**src/rtl/prs_pkg.sv**
```systemverilog
// Shared constants, codes and types of the per-class reservoir sampler.
`default_nettype none

package prs_pkg;

    // Default sizes handed to the top level.
    localparam int NUM_CLASSES_DEF  = 16;
    localparam int MAX_ROWS_DEF     = 64;
    localparam int FEATURE_LEN_DEF  = 16;
    localparam int FEATURE_BITS_DEF = 16;

    // Beat field widths.
    localparam int OP_W      = 2;
    localparam int LABEL_W   = 4;
    localparam int VALUE_W   = 16;
    localparam int RANDOM_W  = 32;
    localparam int ROWIDX_W  = 6;
    localparam int ELEMIDX_W = 4;
    localparam int ROWS_W    = 7;
    localparam int COUNT_W   = 32;

    // Configuration port.
    localparam int CFG_IDX_W  = 1;
    localparam int CFG_DATA_W = 7;
    localparam int NCLS_W     = 5;
    localparam int MAXS_W     = 7;

    localparam logic [CFG_IDX_W-1:0] REG_NUM_CLASSES = 1'd0;
    localparam logic [CFG_IDX_W-1:0] REG_MAX_SAMPLES = 1'd1;

    localparam logic [NCLS_W-1:0] NUM_CLASSES_RST = 5'd16;
    localparam logic [MAXS_W-1:0] MAX_SAMPLES_RST = 7'd64;

    // Operation codes.
    localparam logic [OP_W-1:0] OP_ADD     = 2'd0;
    localparam logic [OP_W-1:0] OP_RELEASE = 2'd1;
    localparam logic [OP_W-1:0] OP_READ    = 2'd2;

    // Request to the modulo unit.
    typedef struct packed {
        logic                 start;
        logic [RANDOM_W-1:0]  dividend;
        logic [COUNT_W:0]     divisor;
    } div_req_t;

    // One result beat.
    typedef struct packed {
        logic [ROWS_W-1:0]         stored_rows;
        logic [COUNT_W-1:0]        input_count;
        logic                      element_stored;
        logic                      sample_done;
        logic signed [VALUE_W-1:0] read_value;
        logic                      error_flag;
    } result_t;

endpackage

`default_nettype wire

```
**src/rtl/prs_ram.sv**
```systemverilog
// Generic single-write, single-read RAM with registered read data.
`default_nettype none

module prs_ram #(
    parameter int WIDTH = prs_pkg::FEATURE_BITS_DEF,
    parameter int DEPTH = prs_pkg::NUM_CLASSES_DEF
) (
    input  wire logic                                      clk,
    input  wire logic                                      we,
    input  wire logic [(DEPTH > 1 ? $clog2(DEPTH) : 1)-1:0] waddr,
    input  wire logic [WIDTH-1:0]                          wdata,
    input  wire logic                                      re,
    input  wire logic [(DEPTH > 1 ? $clog2(DEPTH) : 1)-1:0] raddr,
    output logic      [WIDTH-1:0]                          rdata
);

    logic [WIDTH-1:0] mem [DEPTH];

    always_ff @(posedge clk)
    begin
        if (we)
        begin
            mem[waddr] <= wdata;
        end
    end

    // Hold read data until the next read.
    always_ff @(posedge clk)
    begin
        if (re)
        begin
            rdata <= mem[raddr];
        end
    end

endmodule

`default_nettype wire

```
**config.mk**
```make
export PLATFORM = sky130hd
export DESIGN_NAME = prs_ram
export DESIGN_NICKNAME = d
export VERILOG_FILES = /design/src/rtl/prs_pkg.sv /design/src/rtl/prs_ram.sv
export SDC_FILE = /design/constraint.sdc
export NUM_CORES = 1
export LEC_CHECK = 0
export BUFFER_PORTS_ARGS = -buffer_cell sky130_fd_sc_hd__buf_4
export CAP_MARGIN = 25
export CORE_UTILIZATION = 45
export CTS_BUF_LIST = sky130_fd_sc_hd__clkbuf_16
export CTS_CLUSTER_DIAMETER = 120
export CTS_CLUSTER_SIZE = 12
export DETAILED_ROUTE_END_ITERATION = 16
export PLACE_DENSITY = 0.6
export SLEW_MARGIN = 20
export SYNTH_ARGS = -nofsm -noshare
export SYNTH_HDL_FRONTEND = slang
export SYNTH_SLANG_ARGS = --single-unit
```
**constraint.sdc**
```tcl
create_clock -name clk -period 7.4 [get_ports clk]
set_clock_uncertainty 0.05 [all_clocks]
set_input_delay 0.74 -clock clk [delete_from_list [all_inputs] [get_ports clk]]
set_output_delay 0.74 -clock clk [all_outputs]
set_load 0.01 [all_outputs]
```
==> impl_metrics.ini <==
[status]
status = finished with violations
violations = DRC

[synthesis]
synthArstFlopShare = 0
yosysUniqueCellTypes = 18
ys_seq_area_frac = 0.800
yosys_warnings = 0
yosys_most_used_dff = edfxtp_1
mappedNetlistNets = 459
ys_ff_latch = 272
avgSynthCellArea_um2 = 23.6
synth-edff-count = 272
syn_inst = 432
netlist_area_um2 = 10200

[critical_path]
timing.rr.start = mem[1][4]
crit_required_ps = 7620
crit_start = raddr[0]
worstPathArrival_ps = 2810
critPathLaunchType = input port
critical_path_class = in2reg
crit_fanout = 38
crit_family = buffers and inverters
max_stage_delay_ps = 700
worst-path-buf-inv = 2
cpMostUsedCell = buf_4
slowest_stage = buf_4
path_cells = buf_4 > buf_4 > mux4_1 > a22oi_1 > nand2_1
endpoint_kind = flop

[global_route]
grt_max_degree = 65
grt_pass1_wl_um = 31500
grt-ovfl-total = 0
grt_pass1_vias = 4868
antenna_found_initial = 0
gr-usage-all-layers = 0.188

[timing]
layout_min_cycle_time_ps = 2580
grt_setup_unrepaired = false
timing.slew.headroom = 0.366
worst_slew_pin_slew_ps = 951
setup_viol = 0
max_freq_ghz = 0.387
tns_ps = 0
hold_viol = 0
slew_violations = 0
final.period_utilization = 0.349

[drt]
top_layer_used = met4
drc = 1
met3_length_um = 1530
drt-met1-wl_um = 9360
wire_per_inst_um = 27.2
ant_nets = 0
wl_met2_um = 10100
drtIter0Drc = 353
routed_wl_um = 21200
viasPerCell = 5.96
routed-via-count = 4644
first_pass_iters = 12

[clock_network]
clk_pin_slew_ps = 60
cts.htree.levels = 1
root_buffer = clkbuf_16
cts_buffer_depth = 3
ctsResizeCount = 0
cts_buffers = 26
cts_tree = built
clock_latency_ps = 520
holdBufCountCts = 0
clock-sinks = 272
post_cts.repair.setup_buffers = 0

[floorplan]
dieArea_um2 = 23300
fp.dieH_um = 153
die_w_um = 153
rows = 54
core_um2 = 22000
start_util = 0.463
io_pins = 43

[placed_design]
port_buffers = 42
gp_congestion = 0.692
dp_hpwl_um = 11300

[power]
power_mw = 3.07
p_leak_nw = 3.75
ir_drop_mv = 0.157
powerDensity_nw_per_um2 = 264

[cells_and_area]
seqCellArea_um2 = 8170
final_common_cell = edfxtp_1
fillCellCount = 1694
syn2layout_area_growth_pct = 14.3
num_antenna_cells = 0
fin_nets = 526
multi_input_area_um2 = 1980
post_route_cells_drive_above_1_share = 0.321
layout_common_cells = 272 x edfxtp_1, 59 x buf_4, 54 x mux4_2

[min_path]
min-delay-start = wdata[12]
min_path_type = in2reg

[flow_run]
cap_violations = 0
-- report_power, final --
part | total (mW) | leakage (nW) | internal (mW) | switching [mW]
Combinational | 0.159 | 0.927 | 0.0688 | 0.0897
Clock | 1.17 | 0.347 | 0.672 | 0.500
Sequential | 1.74 | 2.47 | 1.74 | 0.00878
Total | 3.07 | 3.75 | 2.48 | 0.598
-- area by class of cell --
type / instances / area share
clock inverter: 1 / 0.00258
clock buffer: 27 / 0.0579
timing repair buffer: 60 / 0.0393
tap: 280 / 0.0300
multi-input combinational: 139 / 0.170
sequential: 272 / 0.700
-- metrics by stage --
stage / cells / setup WS [ps] / util / hold slack [ps] / area [µm²]
global placement: 750 / 4140 / 0.496 / 681 / 10900
global route: 779 / 4600 / 0.529 / 457 / 11700
floorplan: 432 / 4550 / - / 660 / 10200
finish: 779 / 4820 / 0.529 / 458 / 11700
detailed placement: 751 / 4180 / 0.497 / 690 / 11000
CTS: 779 / 4740 / 0.529 / 436 / 11700
-- Yosys cell counts, types with 2 or more instances --
library cell	count	area, µm²
edfxtp_1	272	8170
nand2_1	17	63.8
buf_4	3	22.5
buf_6	4	45.0
buf_2	3	15.0
mux4_1	10	263
nand2b_1	2	12.5
clkbuf_1	8	30.0
buf_1	3	11.3
nor2_1	13	48.8
nand3b_1	2	15.0
a22oi_1	32	240
nor3_1	4	20.0
mux4_2	54	1220
nor2b_1	2	12.5
-- routing by layer --
metal | vias up | global-route usage
li1 | 1967 | -
met1 | 2512 | 0.279
met2 | 143 | 0.296
met3 | 22 | 0.0321
met4 | 0 | 0.0428
met5 | - | 0
-- sequential cells by signal, indices dropped and copies added, names as in the netlist --
register  cells
mem         256
rdata        16
-- kinds of logic (layout without fill, tap and decap cells) --
| logic type | after synthesis | after routing | synth area share |
|---|---|---|---|
| multiplexers | 64 | 64 | 0.145 |
| flip-flops | 272 | 272 | 0.800 |
| buffers and inverters | 21 | 88 | 0.0121 |
| AO/OA/AOI/OAI | 32 | 32 | 0.0235 |
| AND/OR/NAND/NOR | 43 | 43 | 0.0189 |
-- final timing paths --
kind                               endpoint  slack [ps]  cells after the start
worst max-delay path              rdata[11]        4820                      5
worst min-delay path            mem[14][12]         460                      1
worst max register to register     rdata[4]        5950                      3
worst min register to register     rdata[9]         690                      3
(Power assumes the default switching activity.)
