--- src/rtl/prs_pkg.sv ---
// Shared constants, codes and types of the per-class reservoir sampler.
`default_nettype none

package prs_pkg;

    // Default sizes handed to the top level.
    localparam int NUM_CLASSES_DEF  = 16;
    localparam int MAX_ROWS_DEF     = 64;
    localparam int FEATURE_LEN_DEF  = 16;
    localparam int FEATURE_BITS_DEF = 16;

    // Beat field widths.
    localparam int OP_W      = 2;
    localparam int LABEL_W   = 4;
    localparam int VALUE_W   = 16;
    localparam int RANDOM_W  = 32;
    localparam int ROWIDX_W  = 6;
    localparam int ELEMIDX_W = 4;
    localparam int ROWS_W    = 7;
    localparam int COUNT_W   = 32;

    // Configuration port.
    localparam int CFG_IDX_W  = 1;
    localparam int CFG_DATA_W = 7;
    localparam int NCLS_W     = 5;
    localparam int MAXS_W     = 7;

    localparam logic [CFG_IDX_W-1:0] REG_NUM_CLASSES = 1'd0;
    localparam logic [CFG_IDX_W-1:0] REG_MAX_SAMPLES = 1'd1;

    localparam logic [NCLS_W-1:0] NUM_CLASSES_RST = 5'd16;
    localparam logic [MAXS_W-1:0] MAX_SAMPLES_RST = 7'd64;

    // Operation codes.
    localparam logic [OP_W-1:0] OP_ADD     = 2'd0;
    localparam logic [OP_W-1:0] OP_RELEASE = 2'd1;
    localparam logic [OP_W-1:0] OP_READ    = 2'd2;

    // Request to the modulo unit.
    typedef struct packed {
        logic                 start;
        logic [RANDOM_W-1:0]  dividend;
        logic [COUNT_W:0]     divisor;
    } div_req_t;

    // One result beat.
    typedef struct packed {
        logic [ROWS_W-1:0]         stored_rows;
        logic [COUNT_W-1:0]        input_count;
        logic                      element_stored;
        logic                      sample_done;
        logic signed [VALUE_W-1:0] read_value;
        logic                      error_flag;
    } result_t;

endpackage

`default_nettype wire

--- src/rtl/prs_modulo.sv ---
// Radix-2 restoring remainder unit: one quotient bit per cycle.
`default_nettype none

module prs_modulo (
    input  wire logic                            clk,
    input  wire logic                            rst_n,
    input  wire prs_pkg::div_req_t               req,
    output logic                                 done,
    output logic [prs_pkg::RANDOM_W-1:0]         remainder
);

    localparam int STEPS   = prs_pkg::RANDOM_W;
    localparam int STEP_W  = $clog2(STEPS);

    logic                              busy_reg;
    logic                              done_reg;
    logic [STEP_W-1:0]                 step_reg;
    logic [prs_pkg::RANDOM_W-1:0]      rem_reg;
    logic [prs_pkg::RANDOM_W-1:0]      rem_next;
    logic [prs_pkg::RANDOM_W-1:0]      dvd_reg;
    logic [prs_pkg::COUNT_W:0]         dsr_reg;
    logic [prs_pkg::RANDOM_W:0]        shifted;

    always_comb
    begin
        shifted = {rem_reg, dvd_reg[prs_pkg::RANDOM_W-1]};
        if (shifted >= dsr_reg)
        begin
            rem_next = prs_pkg::RANDOM_W'(shifted - dsr_reg);
        end
        else
        begin
            rem_next = shifted[prs_pkg::RANDOM_W-1:0];
        end
    end

    always_ff @(posedge clk or negedge rst_n)
    begin
        if (!rst_n)
        begin
            busy_reg <= 1'b0;
            done_reg <= 1'b0;
            step_reg <= '0;
        end
        else
        begin
            done_reg <= 1'b0;
            if (req.start)
            begin
                busy_reg <= 1'b1;
                step_reg <= '0;
            end
            else if (busy_reg)
            begin
                step_reg <= step_reg + STEP_W'(1);
                if (step_reg == STEP_W'(STEPS - 1))
                begin
                    busy_reg <= 1'b0;
                    done_reg <= 1'b1;
                end
            end
        end
    end

    always_ff @(posedge clk)
    begin
        if (req.start)
        begin
            rem_reg <= '0;
            dvd_reg <= req.dividend;
            dsr_reg <= req.divisor;
        end
        else if (busy_reg)
        begin
            rem_reg <= rem_next;
            dvd_reg <= {dvd_reg[prs_pkg::RANDOM_W-2:0], 1'b0};
        end
    end

    assign done      = done_reg;
    assign remainder = rem_reg;

endmodule

`default_nettype wire
--- config.mk ---
export PLATFORM = sky130hd
export DESIGN_NAME = prs_modulo
export DESIGN_NICKNAME = d
export VERILOG_FILES = /design/src/rtl/prs_pkg.sv /design/src/rtl/prs_modulo.sv
export SDC_FILE = /design/constraint.sdc
export NUM_CORES = 1
export LEC_CHECK = 0
export BUFFER_PORTS_ARGS = -buffer_cell sky130_fd_sc_hd__buf_2
export CORE_ASPECT_RATIO = 1.2
export CORE_UTILIZATION = 45
export DETAILED_ROUTE_END_ITERATION = 10
export PLACE_DENSITY = 0.75
export RECOVER_POWER = 100
export SLEW_MARGIN = 10
export SYNTH_ARGS = -nofsm -noshare
export SYNTH_HDL_FRONTEND = slang
export SYNTH_SLANG_ARGS = --single-unit
export TNS_END_PERCENT = 10
--- constraint.sdc ---
create_clock -name clk -period 5 [get_ports clk]
set_clock_uncertainty 0.2 [all_clocks]
set_input_delay 1 -clock clk [delete_from_list [all_inputs] [get_ports clk]]
set_output_delay 1 -clock clk [all_outputs]
set_load 0.05 [all_outputs]
==> results.ini <==
[outcome]
status = complete, but fails checks
violations = capacitance limit, slew limit

[synthesis]
seq_area_frac_synth_pct = 47.2
netlist_instances = 567
synth_edf_count = 65
synthArstFlopShare_pct = 6.73
syn_area_um2 = 5860
synth_cell_types = 62
synthFlopType = edfxtp_1
yosysWarnings = 0
avgSynthCellArea_um2 = 10.3
synth_nets = 671
synth-seq-cells = 104

[die]
row_count = 45
core-area_um2 = 12700
die_h_um = 127
io_pins = 101
start_util_pct = 46.3
die_area_um2 = 13500
dieWidth_um = 106

[timing]
maxSlewHeadroom_pct = -30.0
fin_crit_sh_pct = 79.4
finalHoldViolations = 0
fmax_ghz = 0.252
slew_violations = 73
whs_ns = 0.297
fin_setup_tns_ns = 0
fin_crit_ns = 3.97
fin_ws_ns = 1.03
grt_setup_unrepaired = false
finalSetupViolCount = 0
worst_slew_pin_slew_ns = 1.95

[route]
drt_first_pass_iters = 5
drc_errors = 0
drt_iter0_drc = 206
wire_per_inst_um = 15.9
via_count = 4580
vias_per_cell = 5.54
drt_wl_total_um = 13200
drtAntennaViolNets = 0

[worst_hold_path]
holdPathEnd = remainder[2]
whs_path_depth = 2
min-delay-start = remainder[2]
hold_class = reg -> reg

[global_route]
grt_pass1_vias = 4592
grt_pass1_wl_um = 21700
grt_overflow_total = 0
antenna_found_initial = 0
grt_max_degree = 56
track_usage_pct = 20.4

[flow_run]
drv_cap = 2

[critical_path]
timing.rr.start = remainder[11]
crit_fanout = 26
timing.rr.end = remainder[31]
cp-start-kind = flop
r2r_slack_ns = 1.03
crit_required_ns = 5.00
reg2regPathDepth = 10
crit_path_end_kind = flop
critical_path_class = reg -> reg
critPathArrivalTime_ns = 3.97

[clocking]
cts_setup_buffers = 0
clock-sinks = 104
cts_resized = 0
clkSlewWorstSetupHoldPaths_ns = 0.07
cts_tree = done
htree_levels = 3
post_cts_hold_buffer_count = 0
insertion_delay_ns = 0.35
cts-root-buf = clkbuf_16
clk_path_buf_depth = 2
cts_buffers = 9

[place]
io_buffers = 100
dpl_worst_slack_ns = 1.69
gp_congestion = 0.901
dpl.hpwl_um = 9820

[power]
p_leak_nw = 2.85
power_density_nw_per_um2 = 282
peakVddDrop_mv = 0.176

[layout]
area_delta_synth_final_pct = 14.5
fin_util_pct = 53.0
fin_nets = 762
drive_gt1_share_pct = 18.4
largest_reg_flops = 33
n_antenna_cell = 0

[power breakdown]
| group | total [W] | internal (W) | switching (W) |
|---|---|---|---|
| sequential | 0.000986 | 0.000969 | 0.0000171 |
| clock | 0.000698 | 0.000386 | 0.000312 |
| combinational | 0.000208 | 0.0000948 | 0.000113 |
| total | 0.00189 | 0.00145 | 0.000442 |
[cells in the final DEF (no fill, tap or decap), types with 3 or more instances in the layout]
cell type | Yosys | routed
edfxtp_1 | 65 | 65
buf_2 | 3 | 65
nor2_1 | 51 | 51
inv_1 | 45 | 45
a21oi_1 | 41 | 41
clkbuf_1 | 18 | 40
ha_1 | 35 | 35
nand2_1 | 32 | 32
dfxtp_1 | 32 | 32
mux2_2 | 31 | 31
o21ai_0 | 30 | 30
a211oi_1 | 18 | 18
xnor2_1 | 16 | 16
xor2_1 | 13 | 13
mux2i_1 | 9 | 9
clkbuf_16 | 0 | 9
a21o_1 | 8 | 8
nor3_1 | 8 | 8
o21a_1 | 8 | 8
dfrtp_1 | 7 | 7
nand2b_1 | 6 | 6
nand3_1 | 6 | 6
a22oi_1 | 6 | 6
nand4_1 | 5 | 5
and2_1 | 5 | 5
nor2b_1 | 5 | 5
o211ai_1 | 5 | 5
a31oi_1 | 5 | 5
and3_1 | 3 | 3
a31o_2 | 3 | 3
or2_2 | 3 | 3
o22ai_1 | 3 | 3
a211o_1 | 3 | 3
clkinvlp_4 | 0 | 3
[worst max-delay path: stages (launching register included)]
cell	delay, ns
dfxtp_1	0.34
ha_1	0.36
a21oi_1	0.20
o21ai_0	0.12
or2_2	0.29
a31o_2	0.26
o21a_1	0.21
o41ai_1	0.40
clkbuf_1	0.85
nand2b_1	0.43
o22ai_1	0.16
[synthesized netlist by cell type (all sizes together), types with 2 or more instances]
library cell	count	area, µm²
edfxtp	65	1950
nor2	51	191
inv	45	169
a21oi	41	205
ha	35	438
dfxtp	32	641
nand2	32	120
mux2	31	349
o21ai	31	155
a211oi	18	135
clkbuf	18	67.6
xnor2	16	140
xor2	13	114
mux2i	9	90.1
a21o	8	60.1
buf	8	45.0
nor3	8	40.0
o21a	8	60.1
dfrtp	7	175
a22oi	6	45.0
nand2b	6	37.5
nand3	6	30.0
a31oi	5	31.3
and2	5	31.3
nand4	5	31.3
nor2b	5	31.3
o211ai	5	37.5
a211o	3	26.3
a31o	3	26.3
and3	3	18.8
and4	3	31.3
o22ai	3	18.8
or2	3	18.8
a21boi	2	15.0
a221oi	2	17.5
a311o	2	20.0
a311oi	2	23.8
a32oi	2	17.5
o21bai	2	15.0
o221ai	2	17.5
o41ai	2	36.3
[final cells by class]
cell class	count	area, µm²
Clock inverter	6	61.3
Tap cell	164	205
Fill cell	1187	5950
Sequential cell	104	2770
Timing Repair Buffer	106	487
Multi-Input combinational cell	392	2800
Clock buffer	10	229
Inverter	45	169
[worst max path at each step]
stage / startpoint / endpoint / cells after the start
floorplan: remainder[26] / remainder[5] / 11
global placement: remainder[28] / remainder[26] / 9
detailed placement: remainder[27] / remainder[31] / 9
CTS: remainder[26] / remainder[31] / 9
global route: remainder[11] / remainder[19] / 10
finish: remainder[11] / remainder[31] / 10
[per-stage QoR]
stage	std cells	power [W]	cell area (µm²)
after global routing	827	0.00197	6720
after floorplan	567	0.00114	5860
after global placement	811	0.00121	6500
final	827	0.00189	6720
after CTS	827	0.00191	6800
after detailed placement	811	0.00121	6500
[kinds of logic after synthesis]
logic type / count (synthesis) / synth area share, %
compound gates: 157 / 18.1
simple gates: 130 / 10.3
flops: 104 / 47.2
buf+inv: 71 / 4.80
mux: 40 / 7.49
fa+ha+maj: 36 / 7.81
xor+xnor: 29 / 4.33
[routing by layer]
layer	global-route usage [%]	vias to the layer above	wire length [µm]
met5	0	-	0
met4	7.35	0	277
met3	7.09	24	923
met2	34.9	140	6660
met1	23.7	2162	5320
li1	-	2254	-
Note: power is estimated with default switching activity, not from simulation.
